$ cat src/rtl/tuparse_pkg.sv
// ----------------------------------------------------------------------------
// tuparse_pkg
// Shared widths, character codes, phase and status types, the queue entry
// layout and the digit decode for the text-to-unsigned parser.
// ----------------------------------------------------------------------------
package tuparse_pkg;

   localparam int TEXT_BITS             = 8;
   localparam int BASE_BITS             = 6;
   localparam int VALUE_PORT_BITS       = 64;
   localparam int OFFSET_BITS           = 16;
   localparam int POS_FIELD_BITS        = 32;
   localparam int VALUE_BITS_DEFAULT    = 64;
   localparam int POSITION_BITS_DEFAULT = 16;
   localparam int QUEUE_DEPTH           = 4;

   localparam logic [BASE_BITS-1:0] BASE_AUTO    = 6'd0;
   localparam logic [BASE_BITS-1:0] BASE_MIN     = 6'd2;
   localparam logic [BASE_BITS-1:0] BASE_OCTAL   = 6'd8;
   localparam logic [BASE_BITS-1:0] BASE_DECIMAL = 6'd10;
   localparam logic [BASE_BITS-1:0] BASE_HEX     = 6'd16;
   localparam logic [BASE_BITS-1:0] BASE_MAX     = 6'd36;
   localparam logic [BASE_BITS-1:0] BASE_RESET   = BASE_DECIMAL;
   localparam logic [BASE_BITS-1:0] DIGIT_NONE   = 6'd63;

   localparam logic [TEXT_BITS-1:0] CHAR_TAB     = 8'h09;
   localparam logic [TEXT_BITS-1:0] CHAR_CR      = 8'h0D;
   localparam logic [TEXT_BITS-1:0] CHAR_SPACE   = 8'h20;
   localparam logic [TEXT_BITS-1:0] CHAR_PLUS    = 8'h2B;
   localparam logic [TEXT_BITS-1:0] CHAR_MINUS   = 8'h2D;
   localparam logic [TEXT_BITS-1:0] CHAR_ZERO    = 8'h30;
   localparam logic [TEXT_BITS-1:0] CHAR_NINE    = 8'h39;
   localparam logic [TEXT_BITS-1:0] CHAR_UPPER_A = 8'h41;
   localparam logic [TEXT_BITS-1:0] CHAR_UPPER_X = 8'h58;
   localparam logic [TEXT_BITS-1:0] CHAR_UPPER_Z = 8'h5A;
   localparam logic [TEXT_BITS-1:0] CHAR_LOWER_A = 8'h61;
   localparam logic [TEXT_BITS-1:0] CHAR_LOWER_X = 8'h78;
   localparam logic [TEXT_BITS-1:0] CHAR_LOWER_Z = 8'h7A;
   localparam logic [TEXT_BITS-1:0] UPPER_BIAS   = 8'h37;
   localparam logic [TEXT_BITS-1:0] LOWER_BIAS   = 8'h57;

   typedef enum logic [2:0] {
      PH_SPACE,
      PH_LEAD,
      PH_ZERO,
      PH_AFTER_X,
      PH_DIGITS,
      PH_DONE
   } parse_phase_type;

   typedef enum logic [1:0] {
      DS_NONE,
      DS_SOME,
      DS_OVER
   } digit_status_type;

   typedef struct packed {
      logic                      digit_valid;
      logic [BASE_BITS-1:0]      digit;
      logic [BASE_BITS-1:0]      base;
      logic                      emit;
      logic                      negative;
      logic [POS_FIELD_BITS-1:0] end_pos;
   } op_type;

   function automatic logic [BASE_BITS-1:0] digit_value(input logic [TEXT_BITS-1:0] c);
      logic [TEXT_BITS-1:0] diff;
      diff = '0;
      if (c >= CHAR_ZERO && c <= CHAR_NINE) begin
         diff = c - CHAR_ZERO;
         return diff[BASE_BITS-1:0];
      end
      if (c >= CHAR_LOWER_A && c <= CHAR_LOWER_Z) begin
         diff = c - LOWER_BIAS;
         return diff[BASE_BITS-1:0];
      end
      if (c >= CHAR_UPPER_A && c <= CHAR_UPPER_Z) begin
         diff = c - UPPER_BIAS;
         return diff[BASE_BITS-1:0];
      end
      return DIGIT_NONE;
   endfunction

endpackage

$ cat src/rtl/tuparse_req_if.sv
// ----------------------------------------------------------------------------
// tuparse_req_if
// Byte channel into the parser: one character and its end-of-string flag.
// ----------------------------------------------------------------------------
interface tuparse_req_if;
   logic                                valid;
   logic                                ready;
   logic [tuparse_pkg::TEXT_BITS-1:0]   text_byte;
   logic                                final_byte;

   modport source (output valid, output text_byte, output final_byte, input ready);
   modport sink   (input valid, input text_byte, input final_byte, output ready);
endinterface

$ cat src/rtl/tuparse_rsp_if.sv
// ----------------------------------------------------------------------------
// tuparse_rsp_if
// Result channel out of the parser: one converted number per string.
// ----------------------------------------------------------------------------
interface tuparse_rsp_if;
   logic                                      valid;
   logic                                      ready;
   logic [tuparse_pkg::VALUE_PORT_BITS-1:0]   parsed_value;
   logic [tuparse_pkg::OFFSET_BITS-1:0]       end_offset;
   logic                                      overflowed;
   logic                                      had_digits;

   modport source (output valid, output parsed_value, output end_offset,
                   output overflowed, output had_digits, input ready);
   modport sink   (input valid, input parsed_value, input end_offset,
                   input overflowed, input had_digits, output ready);
endinterface

$ cat src/rtl/tuparse_front.sv
// ----------------------------------------------------------------------------
// tuparse_front
// Byte classifier: tracks whitespace, sign and prefix, checks each digit
// against the radix, counts position and issues digit and result operations.
// ----------------------------------------------------------------------------
module tuparse_front #(
   parameter int POSITION_BITS = tuparse_pkg::POSITION_BITS_DEFAULT
) (
   input  logic                               clock,
   input  logic                               reset,
   input  logic                               csr_write_enable,
   input  logic [tuparse_pkg::BASE_BITS-1:0]  csr_write_data,
   tuparse_req_if.sink                        req_port,
   output logic                               push_valid,
   input  logic                               push_ready,
   output tuparse_pkg::op_type                push_op
);

   typedef enum logic [2:0] {
      ACT_IDLE,
      ACT_SKIP,
      ACT_SIGN,
      ACT_ZERO,
      ACT_HEX,
      ACT_TAKE
   } action_type;

   localparam logic [POSITION_BITS-1:0] POS_MAX = {POSITION_BITS{1'b1}};
   localparam logic [POSITION_BITS-1:0] POS_ONE = POSITION_BITS'(1);

   tuparse_pkg::parse_phase_type       phase_ff, phase_in;
   logic                               neg_ff, neg_in;
   logic [tuparse_pkg::BASE_BITS-1:0]  active_base_ff, active_base_in;
   logic [POSITION_BITS-1:0]           pos_ff, pos_in;
   logic [tuparse_pkg::BASE_BITS-1:0]  number_base_ff;

   logic                               accept;
   logic [tuparse_pkg::TEXT_BITS-1:0]  c;
   logic                               fin;
   logic [tuparse_pkg::BASE_BITS-1:0]  d;
   logic                               is_space;
   logic                               is_sign;
   logic                               is_x;
   logic                               zero_prefix;
   action_type                         act;
   logic [tuparse_pkg::BASE_BITS-1:0]  take_base;
   logic                               back_one;
   logic                               digit_ok;
   logic                               rejected;
   logic [POSITION_BITS-1:0]           pos_inc;
   logic [POSITION_BITS-1:0]           end_pos;

   assign req_port.ready = push_ready;
   assign accept         = req_port.valid && push_ready;
   assign c              = req_port.text_byte;
   assign fin            = req_port.final_byte;
   assign d              = tuparse_pkg::digit_value(c);

   assign is_space = (c == tuparse_pkg::CHAR_SPACE) ||
                     (c >= tuparse_pkg::CHAR_TAB && c <= tuparse_pkg::CHAR_CR);
   assign is_sign  = (c == tuparse_pkg::CHAR_MINUS) || (c == tuparse_pkg::CHAR_PLUS);
   assign is_x     = (c == tuparse_pkg::CHAR_LOWER_X) || (c == tuparse_pkg::CHAR_UPPER_X);
   assign zero_prefix = ((number_base_ff == tuparse_pkg::BASE_AUTO) ||
                         (number_base_ff == tuparse_pkg::BASE_HEX)) &&
                        (c == tuparse_pkg::CHAR_ZERO);
   assign pos_inc  = (pos_ff == POS_MAX) ? pos_ff : pos_ff + POS_ONE;

   // Classify the byte against the current phase
   always_comb begin
      act       = ACT_IDLE;
      take_base = active_base_ff;
      back_one  = 1'b0;
      case (phase_ff)
         tuparse_pkg::PH_SPACE, tuparse_pkg::PH_LEAD: begin
            if (phase_ff == tuparse_pkg::PH_SPACE && is_space) begin
               act = ACT_SKIP;
            end else if (phase_ff == tuparse_pkg::PH_SPACE && is_sign) begin
               act = ACT_SIGN;
            end else if (zero_prefix) begin
               act = ACT_ZERO;
            end else begin
               act       = ACT_TAKE;
               take_base = (number_base_ff == tuparse_pkg::BASE_AUTO) ?
                           tuparse_pkg::BASE_DECIMAL : number_base_ff;
            end
         end
         tuparse_pkg::PH_ZERO: begin
            if (is_x) begin
               act = ACT_HEX;
            end else begin
               act       = ACT_TAKE;
               take_base = (active_base_ff == tuparse_pkg::BASE_AUTO) ?
                           tuparse_pkg::BASE_OCTAL : active_base_ff;
            end
         end
         tuparse_pkg::PH_AFTER_X: begin
            act      = ACT_TAKE;
            back_one = 1'b1;
         end
         tuparse_pkg::PH_DIGITS: begin
            act = ACT_TAKE;
         end
         default: begin
            act = ACT_IDLE;
         end
      endcase
   end

   assign digit_ok = (take_base >= tuparse_pkg::BASE_MIN) &&
                     (take_base <= tuparse_pkg::BASE_MAX) && (d < take_base);
   assign rejected = (act == ACT_TAKE) && !digit_ok;

   // Next state
   always_comb begin
      phase_in       = phase_ff;
      neg_in         = neg_ff;
      active_base_in = active_base_ff;
      pos_in         = pos_ff;
      if (accept) begin
         case (act)
            ACT_SKIP: begin
               pos_in = pos_inc;
            end
            ACT_SIGN: begin
               neg_in   = (c == tuparse_pkg::CHAR_MINUS);
               pos_in   = pos_inc;
               phase_in = tuparse_pkg::PH_LEAD;
            end
            ACT_ZERO: begin
               active_base_in = number_base_ff;
               pos_in         = pos_inc;
               phase_in       = tuparse_pkg::PH_ZERO;
            end
            ACT_HEX: begin
               active_base_in = tuparse_pkg::BASE_HEX;
               pos_in         = pos_inc;
               phase_in       = tuparse_pkg::PH_AFTER_X;
            end
            ACT_TAKE: begin
               active_base_in = take_base;
               if (digit_ok) begin
                  pos_in   = pos_inc;
                  phase_in = tuparse_pkg::PH_DIGITS;
               end else begin
                  phase_in = tuparse_pkg::PH_DONE;
               end
            end
            default: begin
               phase_in = phase_ff;
            end
         endcase
         if (fin) begin
            phase_in       = tuparse_pkg::PH_SPACE;
            neg_in         = 1'b0;
            active_base_in = '0;
            pos_in         = '0;
         end
      end
   end

   // Operation towards the back end
   always_comb begin
      if (rejected) begin
         end_pos = back_one ? pos_ff - POS_ONE : pos_ff;
      end else begin
         end_pos = (act == ACT_HEX) ? pos_inc - POS_ONE : pos_inc;
      end
      push_op.digit_valid = (act == ACT_ZERO) || ((act == ACT_TAKE) && digit_ok);
      push_op.digit       = (act == ACT_ZERO) ? '0 : d;
      push_op.base        = (act == ACT_ZERO) ? number_base_ff : take_base;
      push_op.emit        = (act != ACT_IDLE) && (rejected || fin);
      push_op.negative    = neg_ff;
      push_op.end_pos     = tuparse_pkg::POS_FIELD_BITS'(end_pos);
      push_valid          = accept && (push_op.digit_valid || push_op.emit);
   end

   always_ff @(posedge clock) begin
      if (reset) begin
         phase_ff       <= tuparse_pkg::PH_SPACE;
         neg_ff         <= 1'b0;
         active_base_ff <= '0;
         pos_ff         <= '0;
         number_base_ff <= tuparse_pkg::BASE_RESET;
      end else begin
         phase_ff       <= phase_in;
         neg_ff         <= neg_in;
         active_base_ff <= active_base_in;
         pos_ff         <= pos_in;
         if (csr_write_enable) begin
            number_base_ff <= csr_write_data;
         end
      end
   end

endmodule

$ cat src/rtl/tuparse_queue.sv
// ----------------------------------------------------------------------------
// tuparse_queue
// Short first-in first-out buffer of operations between classifier and
// accumulator.
// ----------------------------------------------------------------------------
module tuparse_queue (
   input  logic                 clock,
   input  logic                 reset,
   input  logic                 push_valid,
   output logic                 push_ready,
   input  tuparse_pkg::op_type  push_op,
   output logic                 pop_valid,
   input  logic                 pop_ready,
   output tuparse_pkg::op_type  pop_op
);

   localparam int AW = $clog2(tuparse_pkg::QUEUE_DEPTH);
   localparam logic [AW:0]   DEPTH_COUNT = (AW + 1)'(tuparse_pkg::QUEUE_DEPTH);
   localparam logic [AW:0]   COUNT_ONE   = (AW + 1)'(1);
   localparam logic [AW-1:0] PTR_ONE     = AW'(1);

   tuparse_pkg::op_type mem_ff [tuparse_pkg::QUEUE_DEPTH];
   logic [AW-1:0]       wr_ptr_ff, wr_ptr_in;
   logic [AW-1:0]       rd_ptr_ff, rd_ptr_in;
   logic [AW:0]         count_ff, count_in;
   logic                do_push;
   logic                do_pop;

   assign push_ready = (count_ff != DEPTH_COUNT);
   assign pop_valid  = (count_ff != '0);
   assign pop_op     = mem_ff[rd_ptr_ff];
   assign do_push    = push_valid && push_ready;
   assign do_pop     = pop_valid && pop_ready;

   always_comb begin
      wr_ptr_in = do_push ? wr_ptr_ff + PTR_ONE : wr_ptr_ff;
      rd_ptr_in = do_pop ? rd_ptr_ff + PTR_ONE : rd_ptr_ff;
      count_in  = count_ff;
      if (do_push && !do_pop) begin
         count_in = count_ff + COUNT_ONE;
      end else if (do_pop && !do_push) begin
         count_in = count_ff - COUNT_ONE;
      end
   end

   always_ff @(posedge clock) begin
      if (do_push) begin
         mem_ff[wr_ptr_ff] <= push_op;
      end
   end

   always_ff @(posedge clock) begin
      if (reset) begin
         wr_ptr_ff <= '0;
         rd_ptr_ff <= '0;
         count_ff  <= '0;
      end else begin
         wr_ptr_ff <= wr_ptr_in;
         rd_ptr_ff <= rd_ptr_in;
         count_ff  <= count_in;
      end
   end

endmodule

$ cat src/rtl/tuparse_back.sv
// ----------------------------------------------------------------------------
// tuparse_back
// Accumulator: multiply-add of each digit with overflow saturation, then
// sign and offset finishing into the registered result.
// ----------------------------------------------------------------------------
module tuparse_back #(
   parameter int VALUE_BITS = tuparse_pkg::VALUE_BITS_DEFAULT
) (
   input  logic                 clock,
   input  logic                 reset,
   input  logic                 pop_valid,
   output logic                 pop_ready,
   input  tuparse_pkg::op_type  pop_op,
   tuparse_rsp_if.source        rsp_port
);

   localparam int PW = VALUE_BITS + tuparse_pkg::BASE_BITS;
   localparam int OB = tuparse_pkg::OFFSET_BITS;
   localparam int FB = tuparse_pkg::POS_FIELD_BITS;

   logic [VALUE_BITS-1:0]             acc_ff, acc_in;
   tuparse_pkg::digit_status_type     status_ff, status_in;

   logic                              fin_valid_ff, fin_valid_in;
   logic [VALUE_BITS-1:0]             fin_acc_ff;
   tuparse_pkg::digit_status_type     fin_status_ff;
   logic                              fin_neg_ff;
   logic [FB-1:0]                     fin_end_ff;

   logic                              rsp_valid_ff, rsp_valid_in;
   logic [tuparse_pkg::VALUE_PORT_BITS-1:0] rsp_value_ff, rsp_value_in;
   logic [OB-1:0]                     rsp_offset_ff, rsp_offset_in;
   logic                              rsp_over_ff, rsp_over_in;
   logic                              rsp_digits_ff, rsp_digits_in;

   logic [PW-1:0]                     mac;
   logic                              step_over;
   logic [VALUE_BITS-1:0]             acc_new;
   tuparse_pkg::digit_status_type     status_new;
   logic                              out_load;
   logic                              fin_free;
   logic                              do_pop;
   logic [VALUE_BITS-1:0]             final_value;

   assign out_load  = !rsp_valid_ff || rsp_port.ready;
   assign fin_free  = !fin_valid_ff || out_load;
   assign pop_ready = !pop_op.emit || fin_free;
   assign do_pop    = pop_valid && pop_ready;

   assign mac       = PW'(acc_ff) * PW'(pop_op.base) + PW'(pop_op.digit);
   assign step_over = |mac[PW-1:VALUE_BITS];

   always_comb begin
      acc_new    = acc_ff;
      status_new = status_ff;
      if (pop_op.digit_valid && status_ff != tuparse_pkg::DS_OVER) begin
         if (step_over) begin
            acc_new    = '1;
            status_new = tuparse_pkg::DS_OVER;
         end else begin
            acc_new    = mac[VALUE_BITS-1:0];
            status_new = tuparse_pkg::DS_SOME;
         end
      end
   end

   always_comb begin
      acc_in    = acc_ff;
      status_in = status_ff;
      if (do_pop) begin
         if (pop_op.emit) begin
            acc_in    = '0;
            status_in = tuparse_pkg::DS_NONE;
         end else begin
            acc_in    = acc_new;
            status_in = status_new;
         end
      end
      fin_valid_in = (do_pop && pop_op.emit) || (fin_valid_ff && !out_load);
   end

   // Finish: apply sign, saturate the offset
   always_comb begin
      case (fin_status_ff)
         tuparse_pkg::DS_SOME: begin
            final_value = fin_neg_ff ? (~fin_acc_ff + VALUE_BITS'(1)) : fin_acc_ff;
         end
         tuparse_pkg::DS_OVER: begin
            final_value = fin_acc_ff;
         end
         default: begin
            final_value = '0;
         end
      endcase
      rsp_valid_in  = out_load ? fin_valid_ff : rsp_valid_ff;
      rsp_value_in  = tuparse_pkg::VALUE_PORT_BITS'(final_value);
      if (fin_status_ff == tuparse_pkg::DS_NONE) begin
         rsp_offset_in = '0;
      end else if (|fin_end_ff[FB-1:OB]) begin
         rsp_offset_in = '1;
      end else begin
         rsp_offset_in = fin_end_ff[OB-1:0];
      end
      rsp_over_in   = (fin_status_ff == tuparse_pkg::DS_OVER);
      rsp_digits_in = (fin_status_ff != tuparse_pkg::DS_NONE);
   end

   always_ff @(posedge clock) begin
      if (do_pop && pop_op.emit) begin
         fin_acc_ff    <= acc_new;
         fin_status_ff <= status_new;
         fin_neg_ff    <= pop_op.negative;
         fin_end_ff    <= pop_op.end_pos;
      end
      if (out_load && fin_valid_ff) begin
         rsp_value_ff  <= rsp_value_in;
         rsp_offset_ff <= rsp_offset_in;
         rsp_over_ff   <= rsp_over_in;
         rsp_digits_ff <= rsp_digits_in;
      end
   end

   always_ff @(posedge clock) begin
      if (reset) begin
         acc_ff       <= '0;
         status_ff    <= tuparse_pkg::DS_NONE;
         fin_valid_ff <= 1'b0;
         rsp_valid_ff <= 1'b0;
      end else begin
         acc_ff       <= acc_in;
         status_ff    <= status_in;
         fin_valid_ff <= fin_valid_in;
         rsp_valid_ff <= rsp_valid_in;
      end
   end

   assign rsp_port.valid        = rsp_valid_ff;
   assign rsp_port.parsed_value = rsp_value_ff;
   assign rsp_port.end_offset   = rsp_offset_ff;
   assign rsp_port.overflowed   = rsp_over_ff;
   assign rsp_port.had_digits   = rsp_digits_ff;

endmodule

$ cat src/rtl/text_to_unsigned_parser.sv
// ----------------------------------------------------------------------------
// text_to_unsigned_parser
// Streaming string-to-unsigned conversion, one character per transfer.
// ----------------------------------------------------------------------------
// Send the characters of a string one per transfer and mark the last with
// final_byte; the block returns one result per string, carrying the value,
// the offset of the first unconsumed character, an overflow flag and a flag
// for whether any digit was taken. A byte is taken every cycle while the
// four-entry operation queue has room; the byte that ends the number passes
// the queue, finish and result registers, and the sustained rate of one byte
// per cycle rests on the combinational multiply-add of the accumulator
// against the radix. Write number_base only between strings.
// ----------------------------------------------------------------------------
module text_to_unsigned_parser #(
   parameter int VALUE_BITS    = tuparse_pkg::VALUE_BITS_DEFAULT,
   parameter int POSITION_BITS = tuparse_pkg::POSITION_BITS_DEFAULT
) (
   input  logic                               clock,
   input  logic                               reset,
   input  logic                               csr_write_enable,
   input  logic [tuparse_pkg::BASE_BITS-1:0]  csr_write_data,
   tuparse_req_if.sink                        req_port,
   tuparse_rsp_if.source                      rsp_port
);

   logic                 q_push_valid;
   logic                 q_push_ready;
   tuparse_pkg::op_type  q_push_op;
   logic                 q_pop_valid;
   logic                 q_pop_ready;
   tuparse_pkg::op_type  q_pop_op;

   tuparse_front #(
      .POSITION_BITS (POSITION_BITS)
   ) u_front (
      .clock            (clock),
      .reset            (reset),
      .csr_write_enable (csr_write_enable),
      .csr_write_data   (csr_write_data),
      .req_port         (req_port),
      .push_valid       (q_push_valid),
      .push_ready       (q_push_ready),
      .push_op          (q_push_op)
   );

   tuparse_queue u_queue (
      .clock      (clock),
      .reset      (reset),
      .push_valid (q_push_valid),
      .push_ready (q_push_ready),
      .push_op    (q_push_op),
      .pop_valid  (q_pop_valid),
      .pop_ready  (q_pop_ready),
      .pop_op     (q_pop_op)
   );

   tuparse_back #(
      .VALUE_BITS (VALUE_BITS)
   ) u_back (
      .clock     (clock),
      .reset     (reset),
      .pop_valid (q_pop_valid),
      .pop_ready (q_pop_ready),
      .pop_op    (q_pop_op),
      .rsp_port  (rsp_port)
   );

`ifndef ASSERT_OFF
   a_no_result_after_reset: assert property (@(posedge clock)
      reset |=> !rsp_port.valid)
      else $error("result presented straight after reset");

   a_push_has_room: assert property (@(posedge clock) disable iff (reset)
      q_push_valid |-> q_push_ready)
      else $error("operation pushed into a full queue");

   a_overflow_has_digits: assert property (@(posedge clock) disable iff (reset)
      rsp_port.valid && rsp_port.overflowed |-> rsp_port.had_digits)
      else $error("overflow flagged without digits");

   a_empty_result_zero: assert property (@(posedge clock) disable iff (reset)
      rsp_port.valid && !rsp_port.had_digits |->
         rsp_port.parsed_value == '0 && rsp_port.end_offset == '0)
      else $error("result without digits carries a value or offset");
`endif

endmodule

$ cat src/flat_wrapper.sv
// flat-port wrapper written by rule: the top's interface ports become plain ports
module text_to_unsigned_parser_flat 
#(
   parameter int VALUE_BITS    = tuparse_pkg::VALUE_BITS_DEFAULT,
   parameter int POSITION_BITS = tuparse_pkg::POSITION_BITS_DEFAULT
)
  (clock, reset, csr_write_enable, csr_write_data, req_port_valid, req_port_text_byte, req_port_final_byte, req_port_ready, rsp_port_valid, rsp_port_parsed_value, rsp_port_end_offset, rsp_port_overflowed, rsp_port_had_digits, rsp_port_ready);
  tuparse_req_if req_port_i ();
  tuparse_rsp_if rsp_port_i ();
  input  logic clock;
  input  logic reset;
  input  logic csr_write_enable;
  input  logic [tuparse_pkg::BASE_BITS-1:0] csr_write_data;
  input wire logic [$bits(req_port_i.valid)-1:0] req_port_valid;
  input wire logic [$bits(req_port_i.text_byte)-1:0] req_port_text_byte;
  input wire logic [$bits(req_port_i.final_byte)-1:0] req_port_final_byte;
  output wire logic [$bits(req_port_i.ready)-1:0] req_port_ready;
  output wire logic [$bits(rsp_port_i.valid)-1:0] rsp_port_valid;
  output wire logic [$bits(rsp_port_i.parsed_value)-1:0] rsp_port_parsed_value;
  output wire logic [$bits(rsp_port_i.end_offset)-1:0] rsp_port_end_offset;
  output wire logic [$bits(rsp_port_i.overflowed)-1:0] rsp_port_overflowed;
  output wire logic [$bits(rsp_port_i.had_digits)-1:0] rsp_port_had_digits;
  input wire logic [$bits(rsp_port_i.ready)-1:0] rsp_port_ready;
  assign req_port_i.valid = req_port_valid;
  assign req_port_i.text_byte = req_port_text_byte;
  assign req_port_i.final_byte = req_port_final_byte;
  assign req_port_ready = req_port_i.ready;
  assign rsp_port_valid = rsp_port_i.valid;
  assign rsp_port_parsed_value = rsp_port_i.parsed_value;
  assign rsp_port_end_offset = rsp_port_i.end_offset;
  assign rsp_port_overflowed = rsp_port_i.overflowed;
  assign rsp_port_had_digits = rsp_port_i.had_digits;
  assign rsp_port_i.ready = rsp_port_ready;
  text_to_unsigned_parser #(.VALUE_BITS(VALUE_BITS), .POSITION_BITS(POSITION_BITS)) u_core (.clock(clock), .reset(reset), .csr_write_enable(csr_write_enable), .csr_write_data(csr_write_data), .req_port(req_port_i), .rsp_port(rsp_port_i));
endmodule
$ cat config.mk
export PLATFORM = sky130hd
export DESIGN_NAME = text_to_unsigned_parser_flat
export DESIGN_NICKNAME = d
export VERILOG_FILES = /design/src/rtl/tuparse_pkg.sv /design/src/rtl/tuparse_req_if.sv /design/src/rtl/tuparse_rsp_if.sv /design/src/rtl/tuparse_front.sv /design/src/rtl/tuparse_queue.sv /design/src/rtl/tuparse_back.sv /design/src/rtl/text_to_unsigned_parser.sv /design/src/flat_wrapper.sv
export SDC_FILE = /design/constraint.sdc
export NUM_CORES = 2
export LEC_CHECK = 0
export ABC_AREA = 1
export BUFFER_PORTS_ARGS = -buffer_cell sky130_fd_sc_hd__buf_2
export CORE_UTILIZATION = 55
export DETAILED_ROUTE_END_ITERATION = 12
export GPL_ROUTABILITY_DRIVEN = 0
export GPL_TIMING_DRIVEN = 0
export PLACE_DENSITY_LB_ADDON = 0.15
export SYNTH_ARGS = -nofsm -noshare
export SYNTH_HDL_FRONTEND = slang
export SYNTH_HIERARCHICAL = 1
export SYNTH_SLANG_ARGS = --single-unit
$ cat constraint.sdc
create_clock -name clock -period 7.21 [get_ports clock]
set_input_delay 0.721 -clock clock [delete_from_list [all_inputs] [get_ports clock]]
set_output_delay 0.721 -clock clock [all_outputs]
set_load 0.05 [all_outputs]
# Word level (Yosys, flattened, before mapping)
# Memory sizes are Yosys's and may differ from the RTL's. A register that Yosys moved wholly into a read port is not among the register bits.
# Index checks and enable logic that the tools add are counted.
# classes
mul,1
addsub,12
n_bitwise,1
reduce_logical,61
mux,56
eq_ne,22
magnitude_cmp,11
# op_table
cell,count
two-way mux 64 bit,4
case mux 64 bit (2 select lines),1
two-way mux 16 bit,7
two-way mux 6 bit,15
adder 70 x 6 -> 70 bit,1
multiplier 64 x 6 -> 70 bit,1
"adder 64 x 1 -> 64 bit, second input constant",1
inverter 64 bit,1
"equality test 8 x 6 -> 1 bit, second input constant",4
case mux 16 bit (2 select lines),1
"subtractor 16 x 1 -> 16 bit, second input constant",2
logical AND 1 bit,22
two-way mux 3 bit,6
case mux 6 bit (3 select lines),1
"adder 16 x 1 -> 16 bit, second input constant",1
"equality test 16 bit, second input constant",1
"equality test 8 x 7 -> 1 bit, second input constant",2
"greater-or-equal comparator 8 x 7 -> 1 bit, second input constant",2
"<= comparator 8 x 7 -> 1 bit, second input constant",2
OR reduction 16 bit,1
two-way mux 1 bit,13
"equality test 3 x 2 -> 1 bit, second input constant",4
logical NOT 6 bit,2
case mux 3 bit (4 select lines),1
35 further kinds,68
# word_totals
memories,1
ramBits,124
input_bits,20
regBits,288
out_inout_bits,84
# memory_table
memory,words,word_bits,read_ports,rd_ports_with_merged_regs,wr,line,text
u_core.u_queue.mem_ff,4,31,1,1,1,tuparse_queue.sv:22,tuparse_pkg::op_type mem_ff [tuparse_pkg::QUEUE_DEPTH];

# Logic depth before layout (Yosys ltp)
# depth
word_depth,22
ltp_mapped,37

# Cells and area by module
# Netlist, hierarchy kept.
# by_module_without_submodules
mod,seq_area_each_um2,instances,area_per_inst_um2,cells_per_inst
tuparse_back,6796.5,1,27010.9,3568
tuparse_queue,5825.6,1,7858.8,523
tuparse_front,640.6,1,4058.9,707

# Worst setup path before layout
# Ideal clock, no wire load.
# synth_path
path_type,register to register
from,reg with a tool-made name
to,reg u_core.u_back.fin_acc_ff[17] (data pin)
stages_incl_launch_ff,34
setup_ns,0.255
t_required_ns,6.955
synth_period_minus_slack_ns,5.907
t_arrival_ns,5.652
slack_ns,1.303
path_cell_list,dfxtp_1 > buf_6 > inv_4 > buf_12 > buf_12 > nor2_4 > o22ai_2 > clkbuf_1 > buf_1 > nand2_1 > fa_1 > fa_1 > inv_1 > fa_1 > fa_1 > ha_1 > nand2_1 > inv_1 > nand2_1 > nand2_1 > nand2_1 > nand3_1 > nand2_1 > nand2_2 > nand2_1 > nand2_2 > nand2_2 > nand2_1 > nand2_1 > nand3_4 > nor2_8 > buf_2 > nand4_1 > and2_1
# synth_lines
item,line,text
end signal: assignment,tuparse_back.sv:110,fin_acc_ff <= acc_new;
end: declaration,tuparse_back.sv:25,logic [VALUE_BITS-1:0] fin_acc_ff;

==> summary.txt <==
setup skew after layout: 29.3 ps
CP Data Required Time: 7540 ps
synth warn: 6
total gr overflow: 0
initial core utilization: 55.6%
First-pass DRT Iterations: 6
vias post-DR: 32734
area of the mapped netlist: 38900 sq um
Power Total: 22.7 mW
initial antenna violation count: 2
reg-to-reg setup timing slack: 220 ps
die area: 71800 sq um
worst vdd rail ir drop: 0.310 mV
Top Ports: 104
maximum fanout count along the critical path: 10
category of the critical setup timing path: flop to flop
number of nets with antenna violations after routing: 0
htree depth: 2
cell area power density: 529 nW/um^2
number of enable flip-flop cells after synthesis: 369
most used cell along the critical path: sky130_fd_sc_hd__nand2_1
relative max-transition margin: 31.6%
cell class contributing the biggest share of worst-path delay: adder cells
most instantiated flip-flop cell in the synthesis netlist: sky130_fd_sc_hd__edfxtp_1
via/cell ratio: 5.48
period utilisation layout: 96.9%
count of routing violations after the opening detailed-route iteration: 3068
Max clock buf depth: 3
final instance area: 43000 sq um
endpoint type of the worst setup path: flop
number of buffers created by CTS: 51
maximum frequency from static timing analysis: 143 MHz
first-pass GRT wire length: 169000 um
antenna diode count: 0
CTS tree: done
cell types with the largest area share after synthesis: sky130_fd_sc_hd__edfxtp_1 (28%), sky130_fd_sc_hd__fa_1 (13%), sky130_fd_sc_hd__nand2_1 (11%)
worst reg2reg endpoint: u_core/u_back/fin_acc_ff[47]$_DFFE_PP_
number of hold violations in the final report: 0
DP Area: 40900 sq um
area of the core region: 70000 sq um
clock-pin slew on the worst setup and hold paths: 60 ps
nature of the critical path startpoint: flop
die boundary height: 268 um
Seq cells post-synth: 478
slowest stage cell, crit path: sky130_fd_sc_hd__fa_1
sequential-to-total area share from yosys stat: 34.1%
Synth Instances: 4798
quantity of I/O buffers inserted on ports: 102
terminating pin of the worst hold path: u_core/u_front/number_base_ff[3]$_SDFFE_PP1P_
DRC violations left: 0
worst hold path depth: 3
CP arrival: 7320 ps
die width: 268 um
async set-or-reset flop fraction in the synthesized netlist: 0%
Tmin final: 6990 ps
root buffer selected by CTS: sky130_fd_sc_hd__clkbuf_16
Max Slew Vio Count: 0
average instance area after synthesis: 8.11 sq um
filler instances: 6217
routed wirelength normalized by instance count: 18.1 um
clock sink count: 478
total half-perimeter wirelength after legalization and detailed placement: 83100 um
top cell type's share of synthesized area: 28.5%
final setup violating endpoints: 0
Max stage delay on crit path: 530 ps
Distinct cells, synth: 63
leakage power: 21.1 nW
path depth of the worst reg2reg path: 31
Max Cap Viol: 0
total routed wirelength: 108000 um
most instantiated cells after synthesis: sky130_fd_sc_hd__nand2_1 (1119), sky130_fd_sc_hd__inv_1 (778), sky130_fd_sc_hd__nor2_1 (381)
NumNets Final: 5430
number of buffer and inverter instances along the worst setup path: 9
run status: complete, no violations
maximum number of pins on one net before global-route repair: 71
share of final-layout standard cells stronger than drive strength 1: 11.1%
Worst Min Path Start: csr_write_data[3]
Min-Delay Path Class: input pin to flop
count of standard-cell rows: 97
aggregate global-route resource usage: 30.5%
vias in the first global route: 31079
library cell with the highest instance count after synthesis: sky130_fd_sc_hd__nand2_1
largest area contributor in the synthesized netlist: sky130_fd_sc_hd__edfxtp_1
insertion delay to the later sink of the worst-skew pair: 620 ps
area growth from synthesis to layout: 10.4%
transition time at the pin with the least slew margin: 1030 ps
[logic make-up after synthesis]
kind of cell | synth area share [%]
buffers and inverters | 11.0
other | 0.00963
AO/OA/AOI/OAI | 9.76
flip-flops | 34.1
adder cells (fa/ha/maj) | 18.5
AND/OR/NAND/NOR | 24.6
XOR/XNOR | 2.07
[area by class of cell]
type,count,area (sq um),share of cell area (%)
sequential,478,13300,30.9
buffer,242,1300,3.02
clock inverter,40,462,1.07
clock buffer,56,1320,3.06
multi-input combinational,3279,21500,50.1
timing repair buffer,130,903,2.10
tap,940,1180,2.74
inverter,804,3030,7.05
[routing by layer]
metal	GRT usage, %	part of all wire [%]
met1	43.3	44
met2	47.4	44
met3	5.01	8.6
met4	10.1	3.6
met5	0	0
[worst max path at each step]
stage                     start                                endpoint  slack [ps]  depth (start not counted)
after floorplan            flop  u_core/u_back/fin_acc_ff[17]$_DFFE_PP_        1300                         33
after global placement     flop   u_core/u_back/fin_acc_ff[3]$_DFFE_PP_       -1000                         31
after detailed placement   flop   u_core/u_back/fin_acc_ff[3]$_DFFE_PP_       -1090                         31
after CTS                  flop   u_core/u_back/fin_acc_ff[3]$_DFFE_PP_           2                         33
after global routing       flop  u_core/u_back/fin_acc_ff[41]$_DFFE_PP_         -20                         32
final                      flop  u_core/u_back/fin_acc_ff[47]$_DFFE_PP_         220                         31
[sequential cells by signal (all words and copies together), names as in the netlist, 3 cells and up, named ones only]
register and flops:
u_core/u_back/rsp_port.parsed_value 64, u_core/u_back/fin_acc_ff 64, u_core/u_back/fin_end_ff 32, u_core/u_queue/count_ff 3, u_core/u_front/pos_ff 16, u_core/u_back/acc_ff 64, u_core/u_back/rsp_port.end_offset 16, u_core/u_front/active_base_ff 6
u_core/u_front/phase_ff 3, u_core/u_queue/mem_ff 188, u_core/u_front/number_base_ff 6
[worst reg2reg max path: cells and delay by family (launching register included)]
family	cells	cell delay, ps
flops	1	370
simple gates	14	1900
compound gates	3	630
fa+ha+maj	5	2140
buf+inv	9	1670
[cells in the final DEF, fill, tap and decap left out, types with 14 or more instances in the layout]
master,netlist,final
sky130_fd_sc_hd__nand2_1,1119,1119
sky130_fd_sc_hd__inv_1,778,777
sky130_fd_sc_hd__nor2_1,381,376
sky130_fd_sc_hd__edfxtp_1,369,369
sky130_fd_sc_hd__fa_1,253,253
sky130_fd_sc_hd__o21ai_0,241,235
sky130_fd_sc_hd__a21oi_1,229,228
sky130_fd_sc_hd__ha_1,171,171
sky130_fd_sc_hd__nand3_1,167,167
sky130_fd_sc_hd__clkbuf_1,166,139
sky130_fd_sc_hd__buf_2,17,125
sky130_fd_sc_hd__dfxtp_1,109,108
sky130_fd_sc_hd__nand4_1,102,102
sky130_fd_sc_hd__or2_2,65,65
sky130_fd_sc_hd__and2_1,64,64
sky130_fd_sc_hd__clkbuf_16,0,52
sky130_fd_sc_hd__xor2_1,51,51
sky130_fd_sc_hd__nor3_1,49,49
sky130_fd_sc_hd__buf_4,26,41
sky130_fd_sc_hd__xnor2_1,41,41
sky130_fd_sc_hd__a221oi_1,34,34
sky130_fd_sc_hd__nor2_4,29,34
sky130_fd_sc_hd__nor4_1,26,26
sky130_fd_sc_hd__nand2_2,25,25
sky130_fd_sc_hd__o22ai_1,24,24
sky130_fd_sc_hd__o21ai_1,19,23
sky130_fd_sc_hd__inv_2,21,21
sky130_fd_sc_hd__o22ai_2,27,21
sky130_fd_sc_hd__nand4_2,20,20
sky130_fd_sc_hd__buf_6,18,19
sky130_fd_sc_hd__clkbuf_2,2,18
sky130_fd_sc_hd__conb_1,1,16
sky130_fd_sc_hd__o21bai_1,14,14
sky130_fd_sc_hd__a31oi_1,14,14
sky130_fd_sc_hd__buf_12,4,14
[stage by stage]
| stage | setup TNS [ps] | cells | util [%] | worst slack (ps) | hold WS (ps) |
|---|---|---|---|---|---|
| 2_1_floorplan | 0 | 4813 | - | 1300 | 445 |
| 3_3_place_gp | -253580 | 5855 | 58.1 | -1000 | 455 |
| 3_5_place_dp | -118690 | 5864 | 58.4 | -1090 | 460 |
| 4_1_cts | 0 | 5959 | 61.1 | 1.96 | 301 |
| 5_1_grt | -33.7 | 5969 | 61.4 | -17.9 | 329 |
| 6_report | 0 | 5969 | 61.4 | 220 | 328 |
[timing repair]
item | 4_1_cts | 5_1_grt
buffers inserted | 5 | 14
pin swaps | 2 | 6
resized for setup | 30 | 46
hold endpoints to repair | 0 | 0
endpoints found under the setup margin | 132 | 129
hold buffers | 0 | 0
gates cloned | 0 | 0
[where the power goes]
group          internal [mW]  total [mW]  switching [mW]  leakage (nW)
registers               4.39        4.87           0.472          4.34
clock network           1.59        2.76            1.17         0.847
logic                   4.97        15.1            10.1          15.9
total                   11.0        22.7            11.8          21.1
(Power assumes the default switching activity.)
